[src/rtl/core/tthp_pkg.sv]
// Shared constants, types and helpers for the top-three selection block.
`default_nettype none

package tthp_pkg;

  localparam int unsigned MAX_DIM     = 128;
  localparam int unsigned SLOT_COUNT  = 3;
  localparam int unsigned VALUE_W     = 16;
  localparam int unsigned POS_W       = 7;
  localparam int unsigned CNT_W       = 8;
  localparam int unsigned RANK_W      = 2;
  localparam int unsigned ADDR_W      = 3;
  localparam int unsigned DATA_W      = 32;
  localparam int unsigned QUEUE_DEPTH = 2;
  localparam int unsigned PTR_W       = $clog2(QUEUE_DEPTH);
  localparam int unsigned FILL_W      = $clog2(QUEUE_DEPTH + 1);

  localparam logic [0:0] REG_ROW_COUNT    = 1'b0;
  localparam logic [0:0] REG_COLUMN_COUNT = 1'b1;

  typedef struct packed {
    logic [VALUE_W-1:0] value;
    logic [POS_W-1:0]   row;
    logic [POS_W-1:0]   column;
  } slot_t;

  typedef struct packed {
    slot_t [SLOT_COUNT-1:0] slot;
    logic  [SLOT_COUNT-1:0] valid;
  } snapshot_t;

  typedef struct packed {
    logic [CNT_W-1:0] rows;
    logic [CNT_W-1:0] columns;
  } dims_t;

  function automatic logic [CNT_W-1:0] effective_count(input logic [CNT_W-1:0] c);
    if (c == '0) begin
      return CNT_W'(1);
    end
    if (c > CNT_W'(MAX_DIM)) begin
      return CNT_W'(MAX_DIM);
    end
    return c;
  endfunction

endpackage

`default_nettype wire

[src/rtl/core/tthp_front.sv]
// Front end: accepts elements, tracks position and keeps the running top three.
`default_nettype none

module tthp_front
  import tthp_pkg::*;
(
  input  wire logic               clk_i,
  input  wire logic               rst_ni,
  input  wire dims_t              dims_i,
  input  wire logic               in_valid_i,
  output logic                    in_ready_o,
  input  wire logic [VALUE_W-1:0] element_value_i,
  output logic                    push_valid_o,
  input  wire logic               push_ready_i,
  output snapshot_t               push_data_o
);

  slot_t [SLOT_COUNT-1:0] slot_q, slot_d;
  logic  [SLOT_COUNT-1:0] valid_q, valid_d;
  logic  [POS_W-1:0]      row_q, row_d;
  logic  [POS_W-1:0]      col_q, col_d;

  logic [CNT_W-1:0]      rows_eff;
  logic [CNT_W-1:0]      cols_eff;
  logic                  col_wrap;
  logic                  row_wrap;
  logic                  last;
  logic                  accept;
  logic [SLOT_COUNT-1:0] ins;
  logic [SLOT_COUNT-1:0] above;
  slot_t                 new_slot;

  assign rows_eff = effective_count(dims_i.rows);
  assign cols_eff = effective_count(dims_i.columns);
  assign col_wrap = ({1'b0, col_q} + CNT_W'(1)) >= cols_eff;
  assign row_wrap = ({1'b0, row_q} + CNT_W'(1)) >= rows_eff;
  assign last     = col_wrap && row_wrap;

  assign in_ready_o   = push_ready_i || !last;
  assign accept       = in_valid_i && in_ready_o;
  assign push_valid_o = in_valid_i && last;

  assign new_slot = '{value: element_value_i, row: row_q, column: col_q};

  always_comb begin
    for (int k = 0; k < SLOT_COUNT; k++) begin
      ins[k] = !valid_q[k] || (element_value_i > slot_q[k].value);
    end
    above[0] = 1'b0;
    for (int k = 1; k < SLOT_COUNT; k++) begin
      above[k] = above[k-1] || ins[k-1];
    end
  end

  always_comb begin
    slot_d  = slot_q;
    valid_d = valid_q;
    if (ins[0]) begin
      slot_d[0]  = new_slot;
      valid_d[0] = 1'b1;
    end
    for (int k = 1; k < SLOT_COUNT; k++) begin
      if (above[k]) begin
        slot_d[k]  = slot_q[k-1];
        valid_d[k] = valid_q[k-1];
      end else if (ins[k]) begin
        slot_d[k]  = new_slot;
        valid_d[k] = 1'b1;
      end
    end
  end

  assign push_data_o = '{slot: slot_d, valid: valid_d};

  always_comb begin
    row_d = row_q;
    col_d = col_q;
    if (col_wrap) begin
      col_d = '0;
      row_d = row_wrap ? '0 : row_q + POS_W'(1);
    end else begin
      col_d = col_q + POS_W'(1);
    end
  end

  always_ff @(posedge clk_i or negedge rst_ni) begin
    if (!rst_ni) begin
      valid_q <= '0;
      row_q   <= '0;
      col_q   <= '0;
    end else if (accept) begin
      valid_q <= last ? '0 : valid_d;
      row_q   <= row_d;
      col_q   <= col_d;
    end
  end

  always_ff @(posedge clk_i) begin
    if (accept) begin
      slot_q <= slot_d;
    end
  end

endmodule

`default_nettype wire

[src/rtl/core/tthp_queue.sv]
// Short queue of finished top-three snapshots between front and back.
`default_nettype none

module tthp_queue
  import tthp_pkg::*;
(
  input  wire logic      clk_i,
  input  wire logic      rst_ni,
  input  wire logic      push_valid_i,
  output logic           push_ready_o,
  input  wire snapshot_t push_data_i,
  output logic           pop_valid_o,
  input  wire logic      pop_ready_i,
  output snapshot_t      pop_data_o
);

  snapshot_t [QUEUE_DEPTH-1:0] mem_q;
  logic [PTR_W-1:0]  wr_ptr_q;
  logic [PTR_W-1:0]  rd_ptr_q;
  logic [FILL_W-1:0] fill_q;
  logic              push;
  logic              pop;

  assign push_ready_o = fill_q != FILL_W'(QUEUE_DEPTH);
  assign pop_valid_o  = fill_q != '0;
  assign pop_data_o   = mem_q[rd_ptr_q];
  assign push         = push_valid_i && push_ready_o;
  assign pop          = pop_valid_o && pop_ready_i;

  always_ff @(posedge clk_i or negedge rst_ni) begin
    if (!rst_ni) begin
      wr_ptr_q <= '0;
      rd_ptr_q <= '0;
      fill_q   <= '0;
    end else begin
      if (push) begin
        wr_ptr_q <= (wr_ptr_q == PTR_W'(QUEUE_DEPTH - 1)) ? '0 : wr_ptr_q + PTR_W'(1);
      end
      if (pop) begin
        rd_ptr_q <= (rd_ptr_q == PTR_W'(QUEUE_DEPTH - 1)) ? '0 : rd_ptr_q + PTR_W'(1);
      end
      if (push && !pop) begin
        fill_q <= fill_q + FILL_W'(1);
      end else if (pop && !push) begin
        fill_q <= fill_q - FILL_W'(1);
      end
    end
  end

  always_ff @(posedge clk_i) begin
    if (push) begin
      mem_q[wr_ptr_q] <= push_data_i;
    end
  end

endmodule

`default_nettype wire

[src/rtl/core/tthp_back.sv]
// Back end: walks one snapshot and emits its filled slots, largest first.
`default_nettype none

module tthp_back
  import tthp_pkg::*;
(
  input  wire logic          clk_i,
  input  wire logic          rst_ni,
  input  wire logic          head_valid_i,
  output logic               head_pop_o,
  input  wire snapshot_t     head_i,
  output logic               out_valid_o,
  input  wire logic          out_ready_i,
  output logic [RANK_W-1:0]  rank_o,
  output logic [VALUE_W-1:0] found_value_o,
  output logic [POS_W-1:0]   found_row_o,
  output logic [POS_W-1:0]   found_column_o,
  output logic               run_end_o
);

  logic [RANK_W-1:0]  rank_q;
  logic               out_valid_q;
  logic [RANK_W-1:0]  rank_out_q;
  logic [VALUE_W-1:0] value_q;
  logic [POS_W-1:0]   row_q;
  logic [POS_W-1:0]   column_q;
  logic               run_end_q;
  logic               load;
  logic               next_filled;
  logic               is_final;

  assign load        = head_valid_i && (!out_valid_q || out_ready_i);
  assign next_filled = (rank_q == RANK_W'(SLOT_COUNT - 1)) ? 1'b0
                                                           : head_i.valid[rank_q + RANK_W'(1)];
  assign is_final    = !next_filled;
  assign head_pop_o  = load && is_final;

  always_ff @(posedge clk_i or negedge rst_ni) begin
    if (!rst_ni) begin
      rank_q      <= '0;
      out_valid_q <= 1'b0;
    end else begin
      if (load) begin
        rank_q      <= is_final ? '0 : rank_q + RANK_W'(1);
        out_valid_q <= 1'b1;
      end else if (out_ready_i) begin
        out_valid_q <= 1'b0;
      end
    end
  end

  always_ff @(posedge clk_i) begin
    if (load) begin
      rank_out_q <= rank_q;
      value_q    <= head_i.slot[rank_q].value;
      row_q      <= head_i.slot[rank_q].row;
      column_q   <= head_i.slot[rank_q].column;
      run_end_q  <= is_final;
    end
  end

  assign out_valid_o    = out_valid_q;
  assign rank_o         = rank_out_q;
  assign found_value_o  = value_q;
  assign found_row_o    = row_q;
  assign found_column_o = column_q;
  assign run_end_o      = run_end_q;

endmodule

`default_nettype wire

[src/rtl/core/top_three_with_position.sv]
// Top level of the streaming top-three selector with row and column tracking.
// Matrix elements enter one per clock in row-major order; the block counts row
// and column against the row_count (address 0) and column_count (address 4)
// registers, where 0 acts as 1 and values above 128 act as 128. It keeps the
// three largest values with their positions, the earlier element winning a
// tie. The last element of a matrix hands its snapshot to a two-entry queue,
// and the output side emits one to three results, largest first, at one per
// cycle while out_ready_i is high, with run_end on the last. Input takes one
// item per cycle; it stalls only on a matrix's last element while the snapshot
// queue is full, which happens only when the output side holds off, since a
// matrix never gives more results than it has elements. Change the size
// registers only while the block is idle.
`default_nettype none

module top_three_with_position
  import tthp_pkg::*;
(
  input  wire logic               clk_i,
  input  wire logic               rst_ni,
  input  wire logic               psel,
  input  wire logic               penable,
  input  wire logic               pwrite,
  input  wire logic [ADDR_W-1:0]  paddr,
  input  wire logic [DATA_W-1:0]  pwdata,
  output logic [DATA_W-1:0]       prdata,
  output logic                    pready,
  input  wire logic               in_valid_i,
  output logic                    in_ready_o,
  input  wire logic [VALUE_W-1:0] element_value_i,
  output logic                    out_valid_o,
  input  wire logic               out_ready_i,
  output logic [RANK_W-1:0]       rank_o,
  output logic [VALUE_W-1:0]      found_value_o,
  output logic [POS_W-1:0]        found_row_o,
  output logic [POS_W-1:0]        found_column_o,
  output logic                    run_end_o
);

  logic [CNT_W-1:0] row_count_q;
  logic [CNT_W-1:0] column_count_q;
  logic             cfg_write;
  logic [0:0]       reg_index;
  dims_t            dims;

  logic      push_valid;
  logic      push_ready;
  snapshot_t push_data;
  logic      head_valid;
  logic      head_pop;
  snapshot_t head;

  assign pready    = 1'b1;
  assign cfg_write = psel && penable && pwrite && pready;
  assign reg_index = paddr[2:2];

  always_ff @(posedge clk_i or negedge rst_ni) begin
    if (!rst_ni) begin
      row_count_q    <= CNT_W'(1);
      column_count_q <= CNT_W'(1);
    end else if (cfg_write) begin
      case (reg_index)
        REG_ROW_COUNT:    row_count_q    <= pwdata[CNT_W-1:0];
        REG_COLUMN_COUNT: column_count_q <= pwdata[CNT_W-1:0];
        default: ;
      endcase
    end
  end

  always_comb begin
    case (reg_index)
      REG_ROW_COUNT:    prdata = DATA_W'(row_count_q);
      REG_COLUMN_COUNT: prdata = DATA_W'(column_count_q);
      default:          prdata = '0;
    endcase
  end

  assign dims = '{rows: row_count_q, columns: column_count_q};

  tthp_front u_front (
    .clk_i           (clk_i),
    .rst_ni          (rst_ni),
    .dims_i          (dims),
    .in_valid_i      (in_valid_i),
    .in_ready_o      (in_ready_o),
    .element_value_i (element_value_i),
    .push_valid_o    (push_valid),
    .push_ready_i    (push_ready),
    .push_data_o     (push_data)
  );

  tthp_queue u_queue (
    .clk_i        (clk_i),
    .rst_ni       (rst_ni),
    .push_valid_i (push_valid),
    .push_ready_o (push_ready),
    .push_data_i  (push_data),
    .pop_valid_o  (head_valid),
    .pop_ready_i  (head_pop),
    .pop_data_o   (head)
  );

  tthp_back u_back (
    .clk_i          (clk_i),
    .rst_ni         (rst_ni),
    .head_valid_i   (head_valid),
    .head_pop_o     (head_pop),
    .head_i         (head),
    .out_valid_o    (out_valid_o),
    .out_ready_i    (out_ready_i),
    .rank_o         (rank_o),
    .found_value_o  (found_value_o),
    .found_row_o    (found_row_o),
    .found_column_o (found_column_o),
    .run_end_o      (run_end_o)
  );

endmodule

`default_nettype wire
[config.mk]
export PLATFORM = sky130hd
export DESIGN_NAME = top_three_with_position
export DESIGN_NICKNAME = d
export VERILOG_FILES = /design/src/rtl/core/tthp_pkg.sv /design/src/rtl/core/tthp_front.sv /design/src/rtl/core/tthp_queue.sv /design/src/rtl/core/tthp_back.sv /design/src/rtl/core/top_three_with_position.sv
export SDC_FILE = /design/constraint.sdc
export NUM_CORES = 1
export LEC_CHECK = 0
export BUFFER_PORTS_ARGS = -buffer_cell sky130_fd_sc_hd__buf_4
export CAP_MARGIN = 25
export CORE_MARGIN = 2
export CORE_UTILIZATION = 60
export CTS_CLUSTER_DIAMETER = 120
export DETAILED_ROUTE_END_ITERATION = 12
export PLACE_DENSITY = 0.79
export REMOVE_ABC_BUFFERS = 1
export SLEW_MARGIN = 5
export SYNTH_ARGS = -nofsm -noshare
export SYNTH_HDL_FRONTEND = slang
export SYNTH_SLANG_ARGS = --single-unit
[constraint.sdc]
create_clock -name clk_i -period 17.6 [get_ports clk_i]
set_clock_uncertainty 0.05 [all_clocks]
set_input_delay 4.4 -clock clk_i [delete_from_list [all_inputs] [get_ports clk_i]]
set_output_delay 4.4 -clock clk_i [all_outputs]
set_load 0.01 [all_outputs]
======== After elaboration in Yosys (flattened, before gate mapping) ========
Cells that the tools add are included.
storage, ports and cells
  bits in registers ....................... 349
operators by class
  reductions and logical operators ........ 34
  eq/ne operators ......................... 2
  bitwise gates (word level) .............. 1
  mux-type cells .......................... 45
  order comparisons ....................... 12
  add/sub/neg operators ................... 9
operators with widths
  cell                   number
  $mux W93               3
  $bwmux W186            1
  $mux W30               6
  $demux W93 S1          1
  $mux W8                8
  $pmux W32 S2           1
  $bmux W30 S2           1
  $gt A16 B16 Y1         3
  $mux W1                17
  $add A7 B1 Y8 const B  2
  $ge A8 B8 Y1           2
  $gt A8 B8 Y1 const B   2
  $logic_not A8 Y1       2
  $add A7 B1 Y7 const B  2
  $mux W7                2
  $logic_and A1 B1 Y1    12
  $logic_not A1 Y1       8
  $logic_or A1 B1 Y1     6
  $lt A2 B3 Y1 const B   2
  $mux W2                3
  $reduce_and A2 Y1      3
  $reduce_bool A2 Y1     3
  $add A2 B1 Y2 const B  2
  $lt A1 B2 Y1 const B   2
  8 further kinds        9

======== Depth between registers and ports, before layout ========
Gate-level depths: netlist (run 1).
  depth in word-level cells ............... 13
  depth in mapped cells ................... 13
  gate-level depth less buffers ........... 13

======== Modules after synthesis ========
Synthesis (run 1) repeated with hierarchy kept, for this count alone.
second synthesis, totals
  cell total of the unflattened synthesis .. 1424
  area total of the unflattened synthesis .. 17543.1 µm²
by module, submodules not included
  module                   area an instance (µm²)  cells an instance  times used  seq. area each (µm²)
  tthp_front               7875.1                  895                1           3128.0
  tthp_queue               6916.6                  307                1           5685.5
  tthp_back                1826.8                  152                1           1066.0
  top_three_with_position  924.6                   70                 1           402.9

======== Least setup slack after synthesis (run 1) ========
OpenSTA, ideal clock, no wires.
  kind .................................... input-to-reg
  start ................................... input in_valid_i
  end ..................................... register u_queue.mem_q[0] in the netlist's numbering (enable)
  stages on the path ...................... 2
  setup time .............................. 0.774 ns
  arrival time ............................ 13.434 ns
  required time ........................... 16.776 ns
  setup slack ............................. 3.342 ns
  path buffers ............................ 0
  cell sequence ........................... nand2_1 > nor4_1
between the ends
  longest elaborated chain between the ends .. 2
ends and longest elaborated chain
  item                            line                           RTL
  start: declaration              top_three_with_position.sv:27  input wire logic in_valid_i,
  $logic_and A1 B1 Y1             tthp_front.sv:41               assign push_valid_o = in_valid_i && last;
  $logic_and A1 B1 Y1             tthp_queue.sv:27               assign push = push_valid_i && push_ready_o;
  end signal: indexed assignment  tthp_queue.sv:52               mem_q[wr_ptr_q] <= push_data_i;
  end: declaration                tthp_queue.sv:17               snapshot_t [QUEUE_DEPTH-1:0] mem_q;
No other way between the ends.
A chain may end at the register's enable or synchronous reset.

======== Worst setup path in the final report (run 1) ========
  start ................................... input paddr[2]
  end ..................................... output prdata[5]
between the ends
  longest elaborated chain between the ends .. 2
ends and longest elaborated chain
  item                  line                           RTL
  start: declaration    top_three_with_position.sv:23  input wire logic [ADDR_W-1:0] paddr,
  $not A1 Y1 (no line)  -
  $pmux W32 S2 *        top_three_with_position.sv:70  case (reg_index)
  end: declaration      top_three_with_position.sv:25  output logic [DATA_W-1:0] prdata,
Mark *: on every way between the ends. The rest lies on a longest branch, timed or not. The select of a mux whose other input is x is not followed.

==> results.json, run 1 <==
{
  "cts-resized-gates": 0,
  "cp_num_cells": 3,
  "status": "finished clean",
  "slew_headroom_pct": 35.30,
  "finalNonFillerCells": 1820,
  "die_area_um2": 30280,
  "synth_edf_count": 309,
  "fin_setup_tns_ns": 0,
  "fillers": 2015,
  "first_global_vias": 11641,
  "synthCells": 1361,
  "cts-root-buf": "clkbuf_16",
  "die_h_um": 174.0,
  "synth_area_um2": 17340,
  "place_inst": 1755,
  "power_density_nw_per_um2": 174.5,
  "wl_met2_um": 20210,
  "critPathMaxFanout": 11,
  "dp_hpwl_um": 24960,
  "routed_wl_um": 41240,
  "overflow": 0,
  "tightest_slew_ns": 0.9652,
  "grt_first_pass_wirelength_um": 64670,
  "worst_path_dominant_cell_family": "multiplexers",
  "synth_top_area_share_pct": 53.50,
  "n_antenna_cell": 0,
  "drive_above_1_share_pct": 17.27,
  "syn_avg_cell_area_um2": 12.74,
  "cts_buffers": 36,
  "finalNetCount": 1538,
  "rsz0062_at_grt": "no",
  "yosysSeqAreaShare_pct": 59.29,
  "crit_path_frequent_cell": "buf_4",
  "period_share_pct": 53.99,
  "holdPathStages": 1,
  "path_buf_inv": 2,
  "cts.path.max_buffers": 3,
  "ys.flop_type": "edfxtp_1",
  "first_pass_iters": 9,
  "final-max-slew-violation-count": 0,
  "post-cts-setup-buffer-count": 0,
  "rows": 62,
  "num_io_pins": 126,
  "vias": 11835,
  "port_buffers": 74,
  "cts_sinks": 349,
  "ant_nets": 0,
  "synthTopCellsByArea": "edfxtp_1, dfrtp_1, ha_1, mux2i_1, mux4_2",
  "wire_per_inst_um": 22.66,
  "finalHoldViolCount": 0,
  "ys_warn_count": 0,
  "ys_async_sr_fraction_pct": 11.46,
  "worstPathArrival_ns": 5.05,
  "route.met3.wl_um": 3800,
  "synth_area_leader_cell": "edfxtp_1",
  "vias_per_cell": 6.503,
  "critPathKind": "primary input to output pin",
  "period_minus_slack_ns": 9.502,
  "track_usage_pct": 27.25,
  "synth.distinct_cells": 60,
  "layout_common_cells": "edfxtp_1, inv_1, buf_4",
  "antenna_found_initial": 0,
  "clk_latency_ns": 0.52,
  "start_util_pct": 60.75,
  "drtIter0Drc": 1478,
  "crit_path_cell_trace": "buf_4, mux2_2, buf_4",
  "final_common_cell": "edfxtp_1",
  "setup_viol": 0,
  "clk_pin_slew_ns": 0.06,
  "die_x_um": 174.0,
  "r2r_cells": 9,
  "end_kind": "output pin",
  "setup.worst_path.start_class": "primary input",
  "cts_tree": "yes",
  "cts-hold-fix-buffers": 0,
  "max_cap_viol_count": 0,
  "slowest_delay_ns": 0.35,
  "fmax_mhz": 105.2,
  "hold_class": "flop to flop",
  "cts_max_level": 2,
  "coreArea_um2": 28550,
  "grt_max_degree": 62,
  "drc": 0,
  "place_congestion": 0.9007,
  "synth_seq_cells": 349,
  "crit_required_ns": 13.15,
  "top_layer": "met4",
  "met1_length_um": 15680,
  "area_delta_synth_final_pct": 11.40,
  "leakagePower_nw": 7.396,
  "slowest_stage": "mux2_2",
  "max-vdd-ir-drop_v": 0.0001155
}
==> path summary, 6_finish.rpt <==
| check | start | end | slack, ns |
|---|---|---|---|
| worst max register to register | u_front.slot_q[29]$_DFFE_PP_ | u_front.slot_q[2]$_DFFE_PP_ | 12.87 |
| max in group asynchronous | rst_ni | u_queue.rd_ptr_q$_DFFE_PN0P_ | 13.26 |
| min in group asynchronous | rst_ni | column_count_q[7]$_DFFE_PN0P_ | 3.82 |
| worst min-delay path | u_queue.wr_ptr_q$_DFFE_PN0P_ | u_queue.wr_ptr_q$_DFFE_PN0P_ | 0.47 |
| worst max-delay path | paddr[2] | prdata[5] | 8.10 |
| worst min register to register | u_queue.wr_ptr_q$_DFFE_PN0P_ | u_queue.wr_ptr_q$_DFFE_PN0P_ | 0.47 |
==> logic make-up after synthesis <==
family | after synthesis | share of synthesized area [%]
other | 2 | 0.04330
muxes | 144 | 11.07
DFF | 349 | 59.29
xor gates and xnor gates | 15 | 0.7575
and+or+nand+nor | 320 | 9.372
AOI/OAI and AO/OA | 219 | 8.383
adders and majority gates | 68 | 4.906
buffers and inverters | 244 | 6.183
==> sequential cells by signal (all words and copies together) (netlist names) <==
name / cells
u_back.run_end_o: 1
u_back.found_value_o: 16
u_queue.wr_ptr_q: 1
column_count_q: 8
u_back.rank_o: 2
u_queue.fill_q: 2
u_front.col_q: 7
u_front.row_q: 7
u_front.valid_q: 3
u_back.out_valid_o: 1
u_front.slot_q: 90
u_back.found_column_o: 7
u_queue.rd_ptr_q: 1
u_back.found_row_o: 7
u_queue.mem_q: 186
row_count_q: 8
u_back.rank_q: 2
==> report_power, final <==
group / total, mW / leakage, nW / switching, mW / internal [mW]
logic: 1.22 / 3.40 / 0.758 / 0.466
registers: 1.40 / 3.44 / 0.134 / 1.27
clock network: 0.745 / 0.561 / 0.313 / 0.432
total: 3.37 / 7.40 / 1.21 / 2.17
==> worst reg2reg max path: stages (launching register included) <==
cell and delay, ns:
edfxtp_1 0.39, inv_1 0.07, ha_1 0.33, nand4_1 0.20
or4_1 0.62, nor2_2 0.68, buf_4 0.46, or2_2 0.54
buf_4 0.67, mux2_2 0.45
==> metrics by stage <==
step | util [%] | setup WS [ns] | hold WS, ns | power [mW] | cell area, um^2
floorplan | - | 3.342 | 0.4052 | 2.195 | 16860
global placement | 63.51 | 8.108 | 0.4452 | 2.549 | 18130
detailed placement | 63.51 | 8.089 | 0.4452 | 2.607 | 18130
CTS | 67.49 | 8.095 | 0.4691 | 3.358 | 19270
global route | 67.68 | 8.070 | 0.4799 | 3.533 | 19320
finish | 67.68 | 8.098 | 0.4661 | 3.372 | 19320
==> Yosys cell counts, types with 30 or more instances <==
master and count:
nor3_1 80, a311oi_1 31, mux4_2 31, ha_1 68, nand2_1 51, clkbuf_1 71, o22ai_1 30, o21ai_0 62
inv_1 129, nand3_1 77, edfxtp_1 309, nor4_1 36, mux2i_1 74, dfrtp_1 38
==> routing by layer <==
layer / up-vias / GRT usage (%)
met1: 5755 / 35.77
li1: 5225 / -
met2: 714 / 45.93
met4: 0 / 10.43
met3: 141 / 4.506
met5: - / 0
==> cell type report <==
| cell class | count | area, um^2 | share of cell area [%] |
|---|---|---|---|
| Sequential cell | 349 | 10290 | 53.24 |
| Multi-Input combinational cell | 793 | 6136 | 31.76 |
| Clock buffer | 40 | 947.2 | 4.903 |
| Timing Repair Buffer | 101 | 788.3 | 4.080 |
| Inverter | 131 | 491.7 | 2.545 |
| Tap cell | 384 | 480.5 | 2.487 |
| Clock inverter | 22 | 190.2 | 0.9844 |
Note: power is estimated with default switching activity, not from simulation.
==> run 2: changes to the inputs <==
--- a/config.mk
+++ b/config.mk
@@ -8,10 +8,10 @@
 export BUFFER_PORTS_ARGS = -buffer_cell sky130_fd_sc_hd__buf_4
 export CAP_MARGIN = 25
 export CORE_MARGIN = 2
-export CORE_UTILIZATION = 60
+export CORE_UTILIZATION = 55
 export CTS_CLUSTER_DIAMETER = 120
 export DETAILED_ROUTE_END_ITERATION = 12
-export PLACE_DENSITY = 0.79
+export PLACE_DENSITY = 0.77
 export REMOVE_ABC_BUFFERS = 1
 export SLEW_MARGIN = 5
 export SYNTH_ARGS = -nofsm -noshare
==> constraint.sdc (replaced) <==
create_clock -name clk_i -period 8.6 [get_ports clk_i]
set_clock_uncertainty 0.05 [all_clocks]
set_input_delay 2.15 -clock clk_i [delete_from_list [all_inputs] [get_ports clk_i]]
set_output_delay 2.15 -clock clk_i [all_outputs]
set_load 0.01 [all_outputs]
==> run 2 against run 1 <==
- register-to-register slack got worse by 8.9 ns
- final area barely moved
- hold slack improved by 0.011 ns
- largest cell class unchanged
==> results.json, run 2 (same netlist as run 1, synthesis figures left out) <==
{
  "track_usage_pct": 24.98,
  "p_comb_share_pct": 36.1,
  "finalHoldViolCount": 0,
  "timing.reg2reg.setup_slack_ns": 3.98,
  "largest_reg_flops": 186,
  "cts-resized-gates": 0,
  "first_global_vias": 11845,
  "r2r_cells": 11,
  "place_congestion": 0.8866,
  "drive_above_1_share_pct": 17.07,
  "hold_class": "flop to flop",
  "crit_end": "u_queue.mem_q[32]$_DFFE_PP_",
  "layout_common_cells": "edfxtp_1, inv_1, buf_4",
  "power_density_nw_per_um2": 356.9,
  "final-max-slew-violation-count": 0,
  "cts_max_level": 2,
  "grt_max_degree": 63,
  "cp-startpoint": "element_value_i[15]",
  "drc": 0,
  "port_buffers": 74,
  "wire_per_inst_um": 22.59,
  "n_antenna_cell": 0,
  "dp_slack_ns": 2.269,
  "vias": 11880,
  "swShare_pct": 35.45,
  "fin_setup_tns_ns": 0,
  "top_register": "u_queue.mem_q",
  "setup.worst_path.start_class": "primary input",
  "cts_tree": "yes",
  "holdWs_ns": 0.4769,
  "finalNetCount": 1536,
  "internal_power_mw": 4.455,
  "grt_first_pass_wirelength_um": 64400,
  "leakagePower_nw": 7.369,
  "cts_buffers": 36,
  "routed_wl_um": 41500,
  "drtIter0Drc": 1464,
  "rows": 65,
  "setup_ws_ns": 2.742,
  "status": "finished clean",
  "crit_required_ns": 8.81,
  "finalNonFillerCells": 1837,
  "p_seq_share_pct": 41.6,
  "netSwitchingPower_mw": 2.446,
  "rsz0062_at_grt": "no",
  "period_share_pct": 68.12,
  "regToRegStartpoint": "u_front.col_q[0]$_DFFE_PN0P_",
  "vias_per_cell": 6.467,
  "utilization_pct": 61.76,
  "worstPathArrival_ns": 6.06,
  "critPathMaxFanout": 35,
  "first_pass_iters": 6,
  "fmax_mhz": 170.7,
  "post-cts-setup-buffer-count": 0,
  "period_minus_slack_ns": 5.858,
  "cts-root-buf": "clkbuf_16",
  "max_cap_viol_count": 0,
  "reg2reg_to": "u_queue.mem_q[158]$_DFFE_PP_",
  "end_kind": "flop",
  "coreArea_um2": 31310,
  "hp-start": "u_queue.wr_ptr_q$_DFFE_PN0P_",
  "clk_pin_slew_ns": 0.06,
  "max-vdd-ir-drop_v": 0.0002106,
  "cts.path.max_buffers": 3,
  "ant_nets": 0,
  "num_io_pins": 126,
  "overflow": 0,
  "die_area_um2": 32970,
  "area_delta_synth_final_pct": 11.50,
  "clk_latency_ns": 0.51,
  "power.share.clock_pct": 22.3,
  "tightest_slew_ns": 1.037,
  "antenna_found_initial": 0,
  "setup_viol": 0,
  "place_inst": 1772,
  "holdPathStages": 1,
  "final_common_cell": "edfxtp_1",
  "slew_headroom_pct": 30.90,
  "die_h_um": 181.6,
  "critPathKind": "primary input to flop",
  "cts-hold-fix-buffers": 0,
  "start_util_pct": 55.39,
  "dp_hpwl_um": 25330,
  "die_x_um": 181.6,
  "cts_sinks": 349
}
run 2: per-stage QoR:
stage	power (mW)	instance area, um^2
6_report	6.901	19340
4_1_cts	6.891	19310
3_3_place_gp	5.220	18150
2_1_floorplan	4.493	16860
3_5_place_dp	5.340	18150
5_1_grt	7.237	19340
run 2: worst min-delay path by stage:
stage,to,slack [ns]
floorplan,u_queue.wr_ptr_q$_DFFE_PN0P_,0.41
global placement,u_queue.wr_ptr_q$_DFFE_PN0P_,0.45
detailed placement,u_queue.wr_ptr_q$_DFFE_PN0P_,0.46
CTS,u_queue.wr_ptr_q$_DFFE_PN0P_,0.47
global route,u_queue.wr_ptr_q$_DFFE_PN0P_,0.48
finish,u_queue.wr_ptr_q$_DFFE_PN0P_,0.48
run 2: worst max-delay path: stages:
cell,delay (ns)
buf_4,0.15
ha_1,0.33
nand4_1,0.19
or4_1,0.61
nor2_2,0.73
or2_2,0.94
buf_4,0.52
mux2_2,0.42
run 2: power groups by stage:
stage               registers, mW  logic (mW)  clock network (mW)
finish                       2.87        2.49                1.54
detailed placement           2.89        2.45                   0
global route                 2.91        2.71                1.62
floorplan                    2.93        1.56                   0
global placement             2.87        2.35                   0
CTS                          2.86        2.47                1.56
run 2: layout make-up:
cell class,instances,area [um^2]
clock buffers,47,993.5
clock inverters,16,165.2
fillers,2338,11970
inverters,131,491.7
multi-input cells,793,6145
flip-flops and latches,349,10290
well taps,402,503.0
repair buffers,99,753.2
run 2: routing by layer:
layer | up-vias | GRT usage, % | wire (um)
met5 | - | 0 | 0
met4 | 0 | 10.28 | 1345
met3 | 110 | 3.751 | 3451
met2 | 696 | 42.21 | 20420
met1 | 5846 | 32.60 | 16290
li1 | 5228 | - | -
==> run 3: changes to the inputs <==
==> constraint.sdc (replaced) <==
create_clock -name clk_i -period 4.9 [get_ports clk_i]
set_clock_uncertainty 0.05 [all_clocks]
set_input_delay 1.225 -clock clk_i [delete_from_list [all_inputs] [get_ports clk_i]]
set_output_delay 1.225 -clock clk_i [all_outputs]
set_load 0.01 [all_outputs]
==> run 3 against run 2 <==
- sequential cell count unchanged
- clock power rose by 73%
- hold slack got worse by 0.0025 ns
- largest cell class unchanged
- largest power group unchanged
==> results.json, run 3 (same netlist as run 1, synthesis figures left out) <==
{
  "status": "finished clean",
  "leakagePower_nw": 7.458,
  "placed_cell_area_um2": 18350,
  "tightest_slew_ns": 1.026,
  "final_cell_area_um2": 19490,
  "cts-resized-gates": 0,
  "drtIter0Drc": 1263,
  "grt_max_degree": 94,
  "area_delta_synth_final_pct": 12.39,
  "max_cap_viol_count": 0,
  "die_area_um2": 32970,
  "first_global_vias": 11906,
  "coreArea_um2": 31310,
  "netSwitchingPower_mw": 4.358,
  "critPathKind": "flop to output pin",
  "setup_viol": 0,
  "end_kind": "output pin",
  "post-cts-setup-buffer-count": 0,
  "setup.worst_path.start_class": "flop",
  "max-vdd-ir-drop_v": 0.0003850,
  "place_congestion": 0.9067,
  "slowest_delay_ns": 0.55,
  "start_util_pct": 55.39,
  "p_seq_share_pct": 41.8,
  "crit_path_cell_trace": "ha_1, and3_1, nand3_1, xnor2_1, ha_1, a21o_1, a21oi_1, o21ai_0, buf_4, nand3_1, buf_4",
  "cts_max_level": 2,
  "overflow": 0,
  "clk_pin_slew_ns": 0.06,
  "drive_above_1_share_pct": 18.01,
  "port_buffers": 74,
  "crit_required_ns": 3.62,
  "cts-root-buf": "clkbuf_16",
  "fmax_mhz": 217.6,
  "swShare_pct": 35.70,
  "routed_wl_um": 42360,
  "first_pass_iters": 8,
  "finalHoldViolCount": 0,
  "cts_buffers": 36,
  "vias_per_cell": 6.362,
  "p_comb_share_pct": 36.3,
  "slew_headroom_pct": 31.63,
  "n_antenna_cell": 0,
  "power.share.clock_pct": 21.9,
  "rsz0062_at_grt": "no",
  "internal_power_mw": 7.848,
  "period_share_pct": 93.80,
  "die_x_um": 181.6,
  "final-max-slew-violation-count": 0,
  "cts_tree": "yes",
  "die_h_um": 181.6,
  "critPathMaxFanout": 11,
  "period_minus_slack_ns": 4.596,
  "final_common_cell": "edfxtp_1",
  "ant_nets": 0,
  "cts-hold-fix-buffers": 0,
  "grt_first_pass_wirelength_um": 65680,
  "num_io_pins": 126,
  "hold_class": "flop to flop",
  "vias": 11776,
  "finalNetCount": 1550,
  "slowest_stage": "dfrtp_1",
  "power_density_nw_per_um2": 626.2,
  "top_register": "u_queue.mem_q",
  "wire_per_inst_um": 22.88,
  "largest_reg_flops": 186,
  "layout_common_cells": "edfxtp_1, inv_1, buf_4",
  "rows": 65,
  "holdWs_ns": 0.4743,
  "drc": 0,
  "worstPathArrival_ns": 3.32,
  "track_usage_pct": 25.49,
  "dp_hpwl_um": 26700,
  "cts_sinks": 349,
  "antenna_found_initial": 0,
  "clk_latency_ns": 0.52,
  "cts.path.max_buffers": 3
}
## run 3: cell type report
class / instances / area, um^2
fill: 2346 / 11820
sequential: 349 / 10290
multi-input combinational: 793 / 6136
clock buffer: 42 / 944.7
timing repair buffer: 113 / 933.4
tap: 402 / 503.0
inverter: 131 / 491.7
clock inverter: 21 / 197.7
## run 3: path summary, 6_finish.rpt
| check | to | startpoint | slack, ns | depth (start not counted) |
|---|---|---|---|---|
| max | in_ready_o | u_front.col_q[0]$_DFFE_PN0P_ | 0.30 | 11 |
| min | u_queue.wr_ptr_q$_DFFE_PN0P_ | u_queue.wr_ptr_q$_DFFE_PN0P_ | 0.47 | 1 |
| max reg2reg | u_queue.mem_q[179]$_DFFE_PP_ | u_front.col_q[0]$_DFFE_PN0P_ | 0.75 | 11 |
| min reg2reg | u_queue.wr_ptr_q$_DFFE_PN0P_ | u_queue.wr_ptr_q$_DFFE_PN0P_ | 0.47 | 1 |
| max in group asynchronous | u_queue.rd_ptr_q$_DFFE_PN0P_ | rst_ni | 3.73 | 1 |
| min in group asynchronous | row_count_q[2]$_DFFE_PN0P_ | rst_ni | 0.65 | 1 |
## run 3: metrics by stage
step | TNS [ns] | total power [mW] | utilization (%) | setup WS, ns | cells
after detailed placement | 0 | 9.499 | 58.59 | 0.8083 | 1787
after global routing | 0 | 12.80 | 62.25 | 0.09943 | 1851
after global placement | 0 | 9.287 | 58.59 | 0.8701 | 1787
after CTS | 0 | 12.19 | 62.24 | 0.3667 | 1850
after floorplan | -864.54 | 7.885 | - | -6.658 | 1273
final | 0 | 12.21 | 62.25 | 0.3036 | 1851
## run 3: power groups by stage
stage | Clock, mW | Sequential, mW | Combinational [mW]
4_1_cts | 2.71 | 5.09 | 4.39
5_1_grt | 2.82 | 5.18 | 4.80
6_report | 2.67 | 5.11 | 4.43
3_3_place_gp | 0 | 5.11 | 4.18
2_1_floorplan | 0 | 5.15 | 2.74
3_5_place_dp | 0 | 5.14 | 4.36
## run 3: routing by layer
layer | up-vias | GRT usage, % | routed length (um)
met1 | 5746 | 32.96 | 16470
li1 | 5257 | - | -
met3 | 139 | 4.713 | 3771
met2 | 634 | 42.28 | 20340
met4 | 0 | 11.41 | 1773
met5 | - | 0 | 0
## run 3: worst max-delay path, delay by kind of cell (launching register included)
kind,cells,cell delay (ns)
compound gates,3,0.62
flops,1,0.55
buf+inv,2,0.34
fa+ha+maj,2,0.62
simple gates,3,0.53
xor+xnor,1,0.18
